### config.mk
export PLATFORM = sky130hd
export DESIGN_NAME = moving_mean_skip_missing
export DESIGN_NICKNAME = d
export VERILOG_FILES = /design/src/hw/rtl/mmsm_pkg.sv /design/src/hw/rtl/mmsm_div.sv /design/src/hw/rtl/moving_mean_skip_missing.sv
export VERILOG_INCLUDE_DIRS = /design/src /design/src/hw/rtl
export SDC_FILE = /design/constraint.sdc
export NUM_CORES = 2
export LEC_CHECK = 0
export CELL_PAD_IN_SITES_DETAIL_PLACEMENT = 0
export CELL_PAD_IN_SITES_GLOBAL_PLACEMENT = 1
export CORE_MARGIN = 8
export CORE_UTILIZATION = 40
export CTS_CLUSTER_SIZE = 30
export DETAILED_ROUTE_END_ITERATION = 7
export DONT_BUFFER_PORTS = 1
export PLACE_DENSITY = 0.75
export SYNTH_ARGS = -nofsm -noshare
export SYNTH_HDL_FRONTEND = slang
export SYNTH_HIERARCHICAL = 1
export SYNTH_SLANG_ARGS = --single-unit
### constraint.sdc
create_clock -name clk -period 4.9 [get_ports clk]
set_input_delay 0.98 -clock clk [delete_from_list [all_inputs] [get_ports clk]]
set_output_delay 0.98 -clock clk [all_outputs]
set_load 0.05 [all_outputs]
### src/hw/rtl/moving_mean_skip_missing_defines.svh
// ----------------------------------------------------------------------------
// moving mean assertion macros
// shared concurrent assertion forms for the moving mean block
// ----------------------------------------------------------------------------
`ifndef MOVING_MEAN_SKIP_MISSING_DEFINES_SVH
`define MOVING_MEAN_SKIP_MISSING_DEFINES_SVH

// same-cycle implication
`define MMSM_ASSERT_IMP(label, clk_s, rst_s, pre, post) \
  label: assert property (@(posedge clk_s) disable iff (!rst_s) (pre) |-> (post)) \
    else $error("mmsm assertion failed");

// next-cycle implication
`define MMSM_ASSERT_NXT(label, clk_s, rst_s, pre, post) \
  label: assert property (@(posedge clk_s) disable iff (!rst_s) (pre) |=> (post)) \
    else $error("mmsm assertion failed");

`endif

### src/hw/rtl/mmsm_pkg.sv
// ----------------------------------------------------------------------------
// mmsm_pkg
// types and fixed constants shared by the moving mean block
// ----------------------------------------------------------------------------
package mmsm_pkg;

  localparam int SPAN_BITS    = 5;
  localparam int CFG_IDX_BITS = 1;

  localparam logic [CFG_IDX_BITS-1:0] CFG_LEFT_SPAN  = 1'b0;
  localparam logic [CFG_IDX_BITS-1:0] CFG_RIGHT_SPAN = 1'b1;

  typedef enum logic [2:0] {
    ST_IDLE,
    ST_CHECK,
    ST_READ,
    ST_ADD,
    ST_DIV_GO,
    ST_DIV_WAIT,
    ST_OUT
  } state_t;

  typedef struct packed {
    logic start;
    logic neg;
  } div_ctrl_t;

  typedef struct packed {
    logic done;
    logic saturated;
  } div_status_t;

endpackage

### src/hw/rtl/mmsm_div.sv
// ----------------------------------------------------------------------------
// mmsm_div
// restoring divider, one quotient bit per cycle, signed result with saturation
// ----------------------------------------------------------------------------
module mmsm_div #(
  parameter int NUM_BITS  = 22,
  parameter int FRAC_BITS = 12,
  parameter int DEN_BITS  = 19,
  parameter int OUT_BITS  = 16
) (
  input  logic                       clk,
  input  logic                       rst_n,
  input  mmsm_pkg::div_ctrl_t        ctrl,
  input  logic [NUM_BITS-1:0]        mag,
  input  logic [DEN_BITS-1:0]        den,
  output mmsm_pkg::div_status_t      status,
  output logic signed [OUT_BITS-1:0] value
);

  localparam int DW       = NUM_BITS + FRAC_BITS;
  localparam int CNT_BITS = $clog2(DW + 1);
  localparam logic [DW-1:0] MAX_POS = DW'((64'd1 << (OUT_BITS - 1)) - 64'd1);
  localparam logic [DW-1:0] MAX_NEG = DW'(64'd1 << (OUT_BITS - 1));

  logic [DW-1:0]       dvd_r, dvd_nxt;
  logic [DW-1:0]       quo_r, quo_nxt;
  logic [DEN_BITS-1:0] rem_r, rem_nxt;
  logic [DEN_BITS-1:0] den_r, den_nxt;
  logic                neg_r, neg_nxt;
  logic [CNT_BITS-1:0] cnt_r, cnt_nxt;
  logic                busy_r, busy_nxt;
  logic                done_r, done_nxt;

  logic [DEN_BITS:0]   trial;
  logic                fits;
  logic                sat;

  assign trial = {rem_r, dvd_r[DW-1]};
  assign fits  = trial >= {1'b0, den_r};

  always_comb begin
    dvd_nxt  = dvd_r;
    quo_nxt  = quo_r;
    rem_nxt  = rem_r;
    den_nxt  = den_r;
    neg_nxt  = neg_r;
    cnt_nxt  = cnt_r;
    busy_nxt = busy_r;
    done_nxt = 1'b0;
    if (ctrl.start) begin
      dvd_nxt  = {mag, {FRAC_BITS{1'b0}}};
      quo_nxt  = '0;
      rem_nxt  = '0;
      den_nxt  = den;
      neg_nxt  = ctrl.neg;
      cnt_nxt  = CNT_BITS'(DW);
      busy_nxt = 1'b1;
    end else if (busy_r) begin
      // remainder stays below the divisor, so the shifted value fits one more bit
      rem_nxt = fits ? DEN_BITS'(trial - {1'b0, den_r}) : DEN_BITS'(trial);
      quo_nxt = {quo_r[DW-2:0], fits};
      dvd_nxt = {dvd_r[DW-2:0], 1'b0};
      cnt_nxt = cnt_r - 1'b1;
      if (cnt_r == CNT_BITS'(1)) begin
        busy_nxt = 1'b0;
        done_nxt = 1'b1;
      end
    end
  end

  always_ff @(posedge clk) begin
    dvd_r <= dvd_nxt;
    quo_r <= quo_nxt;
    rem_r <= rem_nxt;
    den_r <= den_nxt;
    neg_r <= neg_nxt;
    cnt_r <= cnt_nxt;
    if (!rst_n) begin
      busy_r <= 1'b0;
      done_r <= 1'b0;
    end else begin
      busy_r <= busy_nxt;
      done_r <= done_nxt;
    end
  end

  // quotient is a truncated magnitude, sign applied afterwards
  always_comb begin
    sat = neg_r ? (quo_r > MAX_NEG) : (quo_r > MAX_POS);
    if (neg_r) begin
      value = sat ? OUT_BITS'(MAX_NEG) : OUT_BITS'(-quo_r[OUT_BITS-1:0]);
    end else begin
      value = sat ? OUT_BITS'(MAX_POS) : quo_r[OUT_BITS-1:0];
    end
  end

  assign status.done      = done_r;
  assign status.saturated = sat;

endmodule

### src/hw/rtl/moving_mean_skip_missing.sv
// ----------------------------------------------------------------------------
// moving_mean_skip_missing
// windowed mean over an asymmetric window that skips missing samples
// ----------------------------------------------------------------------------
// One sample is taken per transfer and written into a ring of 2*MAX_SPAN+1
// entries. Results trail the input by right_span samples; a sample marked
// series_end flushes every pending result. While an item is being worked on
// in_stall is high. The window of each result, clipped to the series, is read
// through the single ring read port, each entry passing through ST_READ and
// then ST_ADD, and the quotient comes from one shared restoring divider at one
// bit per cycle. A zero weight sum skips the divider.
// ----------------------------------------------------------------------------
`include "moving_mean_skip_missing_defines.svh"

module moving_mean_skip_missing #(
  parameter int MAX_SPAN         = 16,
  parameter int SAMPLE_BITS      = 16,
  parameter int WEIGHT_FRAC_BITS = 12
) (
  input  logic                                clk,
  input  logic                                rst_n,
  input  logic                                cfg_wr_en,
  input  logic [mmsm_pkg::CFG_IDX_BITS-1:0]   cfg_index,
  input  logic [mmsm_pkg::SPAN_BITS-1:0]      cfg_data,
  input  logic                                in_valid,
  output logic                                in_stall,
  input  logic signed [SAMPLE_BITS-1:0]       in_sample,
  input  logic                                in_sample_valid,
  input  logic [WEIGHT_FRAC_BITS:0]           in_weight,
  input  logic                                in_series_end,
  output logic                                out_valid,
  input  logic                                out_stall,
  output logic signed [SAMPLE_BITS-1:0]       out_mean_value,
  output logic                                out_mean_valid,
  output logic                                out_saturated,
  output logic                                out_last_of_run
);

  localparam int RING_DEPTH  = 2 * MAX_SPAN + 1;
  localparam int PTR_BITS    = $clog2(RING_DEPTH);
  localparam int CW          = $clog2(RING_DEPTH + 1);
  localparam int PW          = $clog2(MAX_SPAN + 2);
  localparam int WEIGHT_BITS = WEIGHT_FRAC_BITS + 1;
  localparam int SUM_BITS    = SAMPLE_BITS + $clog2(RING_DEPTH);
  localparam int WSUM_BITS   = WEIGHT_BITS + $clog2(RING_DEPTH);
  localparam int MEM_W       = 1 + SAMPLE_BITS + WEIGHT_BITS;
  localparam int CMP_W       = mmsm_pkg::SPAN_BITS + CW;

  mmsm_pkg::state_t state_r, state_nxt;

  logic [mmsm_pkg::SPAN_BITS-1:0] left_r, right_r;
  logic [PTR_BITS-1:0]  head_r, head_nxt, head_inc;
  logic [CW-1:0]        pos_r, pos_nxt;
  logic [PW-1:0]        pend_r, pend_nxt;
  logic                 end_r, end_nxt;
  logic [CW-1:0]        j_r, j_nxt;
  logic [CW-1:0]        hi_r, hi_nxt;
  logic                 last_r, last_nxt;
  logic signed [SUM_BITS-1:0] s_acc_r, s_acc_nxt;
  logic [WSUM_BITS-1:0] w_acc_r, w_acc_nxt;
  logic signed [SAMPLE_BITS-1:0] mean_r, mean_nxt;
  logic                 mvalid_r, mvalid_nxt;
  logic                 sat_r, sat_nxt;

  logic [MEM_W-1:0]     ring_mem [RING_DEPTH];
  logic [MEM_W-1:0]     rd_data_r;
  logic [PTR_BITS-1:0]  rd_addr;

  logic [CW-1:0]        l_eff, r_eff;
  logic [CW-1:0]        k, lo, kl, pos_m1, hi;
  logic                 emit_now;
  logic                 in_xfer;
  logic [SAMPLE_BITS-1:0] rd_sample;
  logic [WEIGHT_BITS-1:0] rd_weight;
  logic [SUM_BITS-1:0]  s_mag;

  mmsm_pkg::div_ctrl_t   div_ctrl;
  mmsm_pkg::div_status_t div_stat;
  logic signed [SAMPLE_BITS-1:0] div_value;

  // configuration
  always_ff @(posedge clk) begin
    if (!rst_n) begin
      left_r  <= mmsm_pkg::SPAN_BITS'(1);
      right_r <= '0;
    end else if (cfg_wr_en) begin
      if (cfg_index == mmsm_pkg::CFG_LEFT_SPAN) begin
        left_r <= cfg_data;
      end
      if (cfg_index == mmsm_pkg::CFG_RIGHT_SPAN) begin
        right_r <= cfg_data;
      end
    end
  end

  assign l_eff = (CMP_W'(left_r) > CMP_W'(MAX_SPAN)) ? CW'(MAX_SPAN) : CW'(left_r);
  assign r_eff = (CMP_W'(right_r) > CMP_W'(MAX_SPAN)) ? CW'(MAX_SPAN) : CW'(right_r);

  // ring addressing, entry j counts back from the newest sample
  assign head_inc = (head_r == PTR_BITS'(RING_DEPTH - 1)) ? '0 : head_r + 1'b1;
  assign rd_addr  = (CW'(head_r) >= j_r) ?
                    PTR_BITS'(CW'(head_r) - j_r) :
                    PTR_BITS'((CW + 1)'(head_r) + (CW + 1)'(RING_DEPTH) - (CW + 1)'(j_r));

  always_ff @(posedge clk) begin
    if (in_xfer) begin
      ring_mem[head_inc] <= {in_sample_valid, in_sample, in_weight};
    end
    rd_data_r <= ring_mem[rd_addr];
  end

  assign rd_sample = rd_data_r[WEIGHT_BITS +: SAMPLE_BITS];
  assign rd_weight = rd_data_r[WEIGHT_BITS-1:0];

  // window bounds for the oldest pending position
  always_comb begin
    k        = CW'(pend_r) - 1'b1;
    lo       = (k >= r_eff) ? k - r_eff : '0;
    kl       = k + l_eff;
    pos_m1   = pos_r - 1'b1;
    hi       = (kl > pos_m1) ? pos_m1 : kl;
    emit_now = end_r ? (pend_r != '0) : (CW'(pend_r) > r_eff);
  end

  assign s_mag = s_acc_r[SUM_BITS-1] ? SUM_BITS'(-s_acc_r) : SUM_BITS'(s_acc_r);

  mmsm_div #(
    .NUM_BITS  (SUM_BITS),
    .FRAC_BITS (WEIGHT_FRAC_BITS),
    .DEN_BITS  (WSUM_BITS),
    .OUT_BITS  (SAMPLE_BITS)
  ) u_div (
    .clk    (clk),
    .rst_n  (rst_n),
    .ctrl   (div_ctrl),
    .mag    (s_mag),
    .den    (w_acc_r),
    .status (div_stat),
    .value  (div_value)
  );

  // next state
  always_comb begin
    state_nxt = state_r;
    case (state_r)
      mmsm_pkg::ST_IDLE: begin
        if (in_valid) begin
          state_nxt = mmsm_pkg::ST_CHECK;
        end
      end
      mmsm_pkg::ST_CHECK: begin
        state_nxt = emit_now ? mmsm_pkg::ST_READ : mmsm_pkg::ST_IDLE;
      end
      mmsm_pkg::ST_READ: begin
        state_nxt = mmsm_pkg::ST_ADD;
      end
      mmsm_pkg::ST_ADD: begin
        state_nxt = (j_r == hi_r) ? mmsm_pkg::ST_DIV_GO : mmsm_pkg::ST_READ;
      end
      mmsm_pkg::ST_DIV_GO: begin
        state_nxt = (w_acc_r == '0) ? mmsm_pkg::ST_OUT : mmsm_pkg::ST_DIV_WAIT;
      end
      mmsm_pkg::ST_DIV_WAIT: begin
        if (div_stat.done) begin
          state_nxt = mmsm_pkg::ST_OUT;
        end
      end
      mmsm_pkg::ST_OUT: begin
        if (!out_stall) begin
          state_nxt = mmsm_pkg::ST_CHECK;
        end
      end
      default: begin
        state_nxt = mmsm_pkg::ST_IDLE;
      end
    endcase
  end

  // control outputs
  always_comb begin
    in_stall      = (state_r != mmsm_pkg::ST_IDLE);
    out_valid     = (state_r == mmsm_pkg::ST_OUT);
    div_ctrl.start = (state_r == mmsm_pkg::ST_DIV_GO) && (w_acc_r != '0);
    div_ctrl.neg   = s_acc_r[SUM_BITS-1];
  end

  assign in_xfer = in_valid && !in_stall;

  // datapath next values
  always_comb begin
    head_nxt   = head_r;
    pos_nxt    = pos_r;
    pend_nxt   = pend_r;
    end_nxt    = end_r;
    j_nxt      = j_r;
    hi_nxt     = hi_r;
    last_nxt   = last_r;
    s_acc_nxt  = s_acc_r;
    w_acc_nxt  = w_acc_r;
    mean_nxt   = mean_r;
    mvalid_nxt = mvalid_r;
    sat_nxt    = sat_r;
    case (state_r)
      mmsm_pkg::ST_IDLE: begin
        if (in_xfer) begin
          head_nxt = head_inc;
          pos_nxt  = (pos_r == CW'(RING_DEPTH)) ? pos_r : pos_r + 1'b1;
          pend_nxt = (pend_r == PW'(MAX_SPAN + 1)) ? pend_r : pend_r + 1'b1;
          end_nxt  = in_series_end;
        end
      end
      mmsm_pkg::ST_CHECK: begin
        if (emit_now) begin
          j_nxt     = lo;
          hi_nxt    = hi;
          last_nxt  = end_r && (pend_r == PW'(1));
          s_acc_nxt = '0;
          w_acc_nxt = '0;
        end else if (end_r) begin
          // series done, older ring entries fall outside the clipped window
          pos_nxt = '0;
        end
      end
      mmsm_pkg::ST_ADD: begin
        if (rd_data_r[MEM_W-1]) begin
          s_acc_nxt = s_acc_r +
                      {{(SUM_BITS - SAMPLE_BITS){rd_sample[SAMPLE_BITS-1]}}, rd_sample};
          w_acc_nxt = w_acc_r + WSUM_BITS'(rd_weight);
        end
        if (j_r != hi_r) begin
          j_nxt = j_r + 1'b1;
        end
      end
      mmsm_pkg::ST_DIV_GO: begin
        if (w_acc_r == '0) begin
          mean_nxt   = '0;
          mvalid_nxt = 1'b0;
          sat_nxt    = 1'b0;
        end
      end
      mmsm_pkg::ST_DIV_WAIT: begin
        if (div_stat.done) begin
          mean_nxt   = div_value;
          mvalid_nxt = 1'b1;
          sat_nxt    = div_stat.saturated;
        end
      end
      mmsm_pkg::ST_OUT: begin
        if (!out_stall) begin
          pend_nxt = pend_r - 1'b1;
        end
      end
      default: begin
      end
    endcase
  end

  always_ff @(posedge clk) begin
    j_r      <= j_nxt;
    hi_r     <= hi_nxt;
    last_r   <= last_nxt;
    s_acc_r  <= s_acc_nxt;
    w_acc_r  <= w_acc_nxt;
    mean_r   <= mean_nxt;
    mvalid_r <= mvalid_nxt;
    sat_r    <= sat_nxt;
    if (!rst_n) begin
      state_r <= mmsm_pkg::ST_IDLE;
      head_r  <= '0;
      pos_r   <= '0;
      pend_r  <= '0;
      end_r   <= 1'b0;
    end else begin
      state_r <= state_nxt;
      head_r  <= head_nxt;
      pos_r   <= pos_nxt;
      pend_r  <= pend_nxt;
      end_r   <= end_nxt;
    end
  end

  assign out_mean_value  = mean_r;
  assign out_mean_valid  = mvalid_r;
  assign out_saturated   = sat_r;
  assign out_last_of_run = last_r;

  `MMSM_ASSERT_IMP(a_out_blocks_in, clk, rst_n, out_valid, in_stall)
  `MMSM_ASSERT_IMP(a_pend_bound, clk, rst_n, 1'b1, pend_r <= PW'(MAX_SPAN + 1))
  `MMSM_ASSERT_NXT(a_last_drains, clk, rst_n, out_valid && !out_stall && out_last_of_run, pend_r == '0)
  `MMSM_ASSERT_IMP(a_scan_in_window, clk, rst_n, state_r == mmsm_pkg::ST_ADD, j_r <= hi_r && hi_r < pos_r)

endmodule

* Word level (Yosys, flattened, before mapping)
Memory sizes are Yosys's and may differ from the RTL's. A register that Yosys moved wholly into a read port is not among the register bits. Index checks and enable logic that the tools add are counted.
Word-level totals: register bits after elaboration 206, bits in writable memories 990, input bits 42, output and inout port bits 21, word-level logic and storage cells 158, memories 1
Memories:
- ring_mem | depth 33, bits a word 30, read ports 1, clocked after memory_dff 1, wr ports 1, RTL line moving_mean_skip_missing.sv:65 | logic [MEM_W-1:0] ring_mem [RING_DEPTH];
Cells by class: $add $sub $neg 18, magnitude comparators 9, equality and inequality tests 25, muxes and demuxes 54, bitwise operators 3, reduce and logical (&&, ||, !) cells 25
Operators with widths (number):
- $mux 16 | 5
- $mux 34 | 2
- $mux 22 | 3
- $mux 6 | 10
- $mux 19 | 3
- $pmux 22 s2 | 1
- $pmux 19 s2 | 1
- $gt 34x15->1 const B | 1
- $gt 34x16->1 const B | 1
- $pmux 16 s2 | 1
- $mux 5 | 5
- $pmux 6 s2 | 2
- $add 22x22->22 | 1
- $ne 2x2->1 const B | 11
- $neg 22->22 | 1
- $pmux 3 s7 | 1
- $ge 20x19->1 | 1
- $add 19x13->19 | 1
- $logic_not 19->1 | 1
- $reduce_bool 19->1 | 1
- $sub 19x19->19 | 1
- $add 6x1->6 const B | 3
- $neg 16->16 | 1
- $eq 6x6->1 const B | 2
- 39 further kinds | 74

* Logic depth before layout (Yosys ltp)
depth after elaboration 6, depth in mapped cells 16, mapped depth without buffers 15

* Modules after synthesis
Netlist, hierarchy kept.
Modules (own cells, without submodules):
- moving_mean_skip_missing | instances 1, cells an instance 4584, area an instance 57202.4 um^2, seq. area each 33111.8 um^2
- mmsm_div | instances 1, cells an instance 556, area an instance 5439.0 um^2, seq. area each 2482.4 um^2

* Worst setup path after synthesis
No wires, ideal clock.
kind register to register, from register pend_r[0], to register hi_r[3] (data pin), setup time 0.260 ns, arrival 3.498 ns, required time 4.640 ns, path slack 1.143 ns, cell stages (with the launch flop) 15, buffers on the path 0, clock period less this slack 3.757 ns, cell sequence dfxtp_1 -> inv_1 -> ha_1 -> xor2_1 -> ha_1 -> a21oi_1 -> nand2_1 -> maj3_1 -> a21o_1 -> xnor2_1 -> inv_1 -> ha_1 -> nor2b_1 -> o22ai_1 -> mux2_2
Between the ends: word-level cells in the longest chain between the ends 4
Ends and longest elaborated chain:
- start: declaration | RTL line moving_mean_skip_missing.sv:54 | logic [PW-1:0] pend_r, pend_nxt;
- start signal: assignment | RTL line moving_mean_skip_missing.sv:277 | pend_r <= pend_nxt;
- $sub 5x1->6 * | RTL line moving_mean_skip_missing.sv:117 | k = CW'(pend_r) - 1'b1;
- $add 6x5->6 * | RTL line moving_mean_skip_missing.sv:119 | kl = k + l_eff;
- $gt 6x6->1 | RTL line moving_mean_skip_missing.sv:121 | hi = (kl > pos_m1) ? pos_m1 : kl;
- $mux 6 * | RTL line moving_mean_skip_missing.sv:121
- named net hi[3] | RTL line moving_mean_skip_missing.sv:70 | logic [CW-1:0] k, lo, kl, pos_m1, hi;
- end signal: assignment | RTL line moving_mean_skip_missing.sv:260 | hi_r <= hi_nxt;
- end: declaration | RTL line moving_mean_skip_missing.sv:57 | logic [CW-1:0] hi_r, hi_nxt;
The timed path passes the listed nets; every way through them passes the cells marked *. A chain may end at the register's enable or synchronous reset.

* Worst setup path after layout
from register head_r[0], to register rd_data_r[5], read port of ring_mem
Between the ends: word-level cells in the longest chain between the ends 3, elaborated cells between the ends (all ways) 5, classes of those cells add/sub: 3; order compare: 1; mux: 1
Ends and longest elaborated chain:
- start: declaration | RTL line moving_mean_skip_missing.sv:52 | logic [PTR_BITS-1:0] head_r, head_nxt, head_inc;
- start signal: assignment | RTL line moving_mean_skip_missing.sv:275 | head_r <= head_nxt;
- $add 6x6->6 | RTL line moving_mean_skip_missing.sv:103 | PTR_BITS'((CW + 1)'(head_r) + (CW + 1)'(RING_DEPTH) - (CW + 1)'(j_r));
- $sub 6x6->6 | RTL line moving_mean_skip_missing.sv:103
- $mux 6 * | RTL line moving_mean_skip_missing.sv:101 | assign rd_addr = (CW'(head_r) >= j_r) ?
- end: declaration | RTL line moving_mean_skip_missing.sv:66 | logic [MEM_W-1:0] rd_data_r;
Every way passes the cells marked *; elsewhere a longest branch is shown, timed or not.

==> impl_metrics.sql <==
INSERT INTO impl_metrics (metric_group, metric, value, unit) VALUES
('detailed_routing', 'drt_initial_violations', '3580', ''),
('detailed_routing', 'avgViaCountPerCell', '5.83', ''),
('clocking', 'clock_tree_from_tritoncts', 'yes', ''),
('die', 'rows', '145', ''),
('clocking', 'cts_made_buffers', '136', ''),
('detailed_routing', 'routed_wl', '165000', 'um'),
('layout', 'layout.cells.most_common', 'edfxtp_1', ''),
('worst_setup_path', 'timing.critical_path.depth', '12', ''),
('yosys', 'main_combinational_cell_family_by_area_after_synthesis', 'multiplexers', ''),
('detailed_routing', 'wl_per_cell', '22.9', 'um'),
('layout', 'final_core_util', '44.9', '%'),
('detailed_routing', 'drt.antenna.violating_nets', '0', ''),
('sta', 'slew_violations', '0', ''),
('grt', 'global_route.peak_usage_layer', 'met2', ''),
('placed_design', 'hpwlAfterDp', '96800', 'um'),
('sta', 'relSlewSlack', '21.0', '%'),
('clocking', 'post_cts.resized_instances', '0', ''),
('worst_setup_path', 'criticalPathCategory', 'reg -> reg', ''),
('sta', 'worstMarginPinSlew', '1.18', 'ns'),
('die', 'core', '156000', 'sq um'),
('yosys', 'xor_and_xnor_fraction_of_the_mapped_netlist_area', '1.37', '%'),
('clocking', 'cts_buffer_depth', '3', ''),
('yosys', 'synth-simple-area-share', '10.3', '%'),
('clocking', 'number_of_h_tree_branching_levels', '4', ''),
('yosys', 'dominantRegCellSynth', 'edfxtp_1', ''),
('layout', 'mostFrequentLayoutCells', 'edfxtp_1, mux2i_1, nand2_1', ''),
('power', 'peakVddDrop', '0.336', 'mV'),
('sta', 'clock_skew', '0.0411', 'ns'),
('clocking', 'cts_hold_buffers', '0', ''),
('clocking', 'clock-root-buffer', 'clkbuf_16', ''),
('outcome', 'outcome', 'finished clean', ''),
('worst_setup_path', 'worstPathRequired', '5.56', 'ns'),
('sta', 'report.final.setup_viol', '0', ''),
('grt', 'grt.overflow.total', '0', ''),
('grt', 'grt_pass1_vias', '40700', ''),
('yosys', 'yosysTopAreaCell', 'edfxtp_1', ''),
('sta', 'tns', '0', 'ns'),
('layout', 'final.fill_count', '13900', ''),
('die', 'floorplan.initialDensity', '40.2', '%'),
('sta', 'layout_worst_path_cycle_share', '80.6', '%'),
('grt', 'antenna_found_initial', '3', ''),
('power', 'power_density', '422', 'nW/um^2'),
('yosys', 'syn_inst', '5140', ''),
('layout', 'layout.nets', '5184', ''),
('worst_setup_path', 'critPathArrivalTime', '4.61', 'ns'),
('yosys', 'edff_count_synth', '1104', ''),
('worst_setup_path', 'most_used_cell_cp', 'a211oi_1', ''),
('yosys', 'synth_compound_area_share', '12.1', '%'),
('clocking', 'clock_latency_late_sink', '0.79', 'ns'),
('grt', 'use_met1', '25.8', '%'),
('yosys', 'synthDominantCellAreaShare', '52.9', '%'),
('sta', 'rsz_0062_raised_after_global_routing', 'no', ''),
('worst_setup_path', 'critical_path_s_largest_stage_delay', '1.07', 'ns'),
('grt', 'gr-usage-met2', '30.9', '%'),
('yosys', 'syn-num-nets', '5290', ''),
('grt', 'grt_util_all_layers', '18.9', '%'),
('yosys', 'async_reset_ff_share', '0', '%'),
('worst_setup_path', 'reg2reg_depth', '12', ''),
('layout', 'final_layout_size_suffix_gt1_share', '9.76', '%'),
('detailed_routing', 'detailedRoute.firstPassIterationCount', '6', ''),
('yosys', 'synth_seq_area_share', '56.8', '%'),
('min_path', 'min_delay_path_depth', '0', ''),
('clocking', 'cts_setup_buffers', '0', ''),
('yosys', 'synth_cell_types', '87', ''),
('worst_setup_path', 'critical_path.max_fanout', '26', ''),
('yosys', 'synth_warnings', '6', ''),
('sta', 'period_minus_slack', '3.95', 'ns'),
('grt', 'grt_pass1_wl', '248000', 'um'),
('detailed_routing', 'drc', '0', ''),
('die', 'die_h', '412', 'um'),
('clocking', 'clock_sinks', '1226', '');
-- routing by layer --
| layer | vias to the layer above | routed length [um] |
|---|---|---|
| met4 | 0 | 3910 |
| li1 | 19500 | - |
| met2 | 1235 | 76800 |
| met3 | 234 | 10900 |
| met1 | 21100 | 73600 |
| met5 | - | 0 |
-- area by class of cell --
cell class                 count  area [sq um]  share of cell area, %
sequential                  1226         35600                   50.9
multi-input combinational   3448         25400                   36.4
clock buffer                 183          3660                   5.24
tap                         2058          2570                   3.68
timing repair buffer         132          1490                   2.13
clock inverter                66           806                   1.15
inverter                      90           338                  0.483
antenna                        2          5.00                0.00716
-- sequential cells by signal (all words and copies together) (netlist names), 3 cells and up --
name	count
pos_r	6
j_r	6
rd_data_r	30
w_acc_r	19
ring_mem	990
u_div/den_r	19
u_div/dvd_r	22
pend_r	5
head_r	6
state_r	3
s_acc_r	22
u_div/rem_r	19
u_div/quo_r	34
left_r	5
right_r	5
out_mean_value	16
hi_r	6
u_div/cnt_r	6
-- report_power, final --
part           internal, mW  total, mW  switching [mW]
clock network          5.86       10.2            4.33
registers              11.7       12.1           0.362
logic                  2.95       7.28            4.33
-- metrics by stage --
| step | setup slack, ns | cells | total power [mW] |
|---|---|---|---|
| 2_1_floorplan | 1.14 | 5140 | 17.5 |
| 3_3_place_gp | 1.02 | 6954 | 19.4 |
| 3_5_place_dp | 0.991 | 6954 | 19.5 |
| 4_1_cts | 0.979 | 7203 | 29.7 |
| 5_1_grt | 0.755 | 7203 | 30.8 |
| 6_report | 0.951 | 7205 | 29.5 |
-- worst paths after layout --
kind	start	endpoint	slack [ns]
max reg2reg	head_r[0]	rd_data_r[5]	0.95
min reg2reg	ring_mem[32][7]	rd_data_r[7]	0.45
max	head_r[0]	rd_data_r[5]	0.95
min	in_sample[5]	ring_mem[20][18]	0.29
-- logic make-up after synthesis --
kind of cell,count (synthesis)
AOI/OAI and AO/OA,1066
muxes,830
buffers and inverters,466
xor gates and xnor gates,98
and+or+nand+nor,1345
adders and majority gates,109
DFF,1226
-- Yosys cell counts, drive strengths merged, types with 60 or more instances --
library cell  count
inv              88
a21oi           180
edfxtp         1104
o211ai           61
nor2            226
o21ai           128
nand3           159
a311oi           60
o311ai           75
mux2             82
dfxtp           122
ha               98
buf             140
clkbuf          236
mux2i           715
nand2           501
nor2b           258
a211oi          393
No activity file was read; power rests on OpenSTA's default activity.
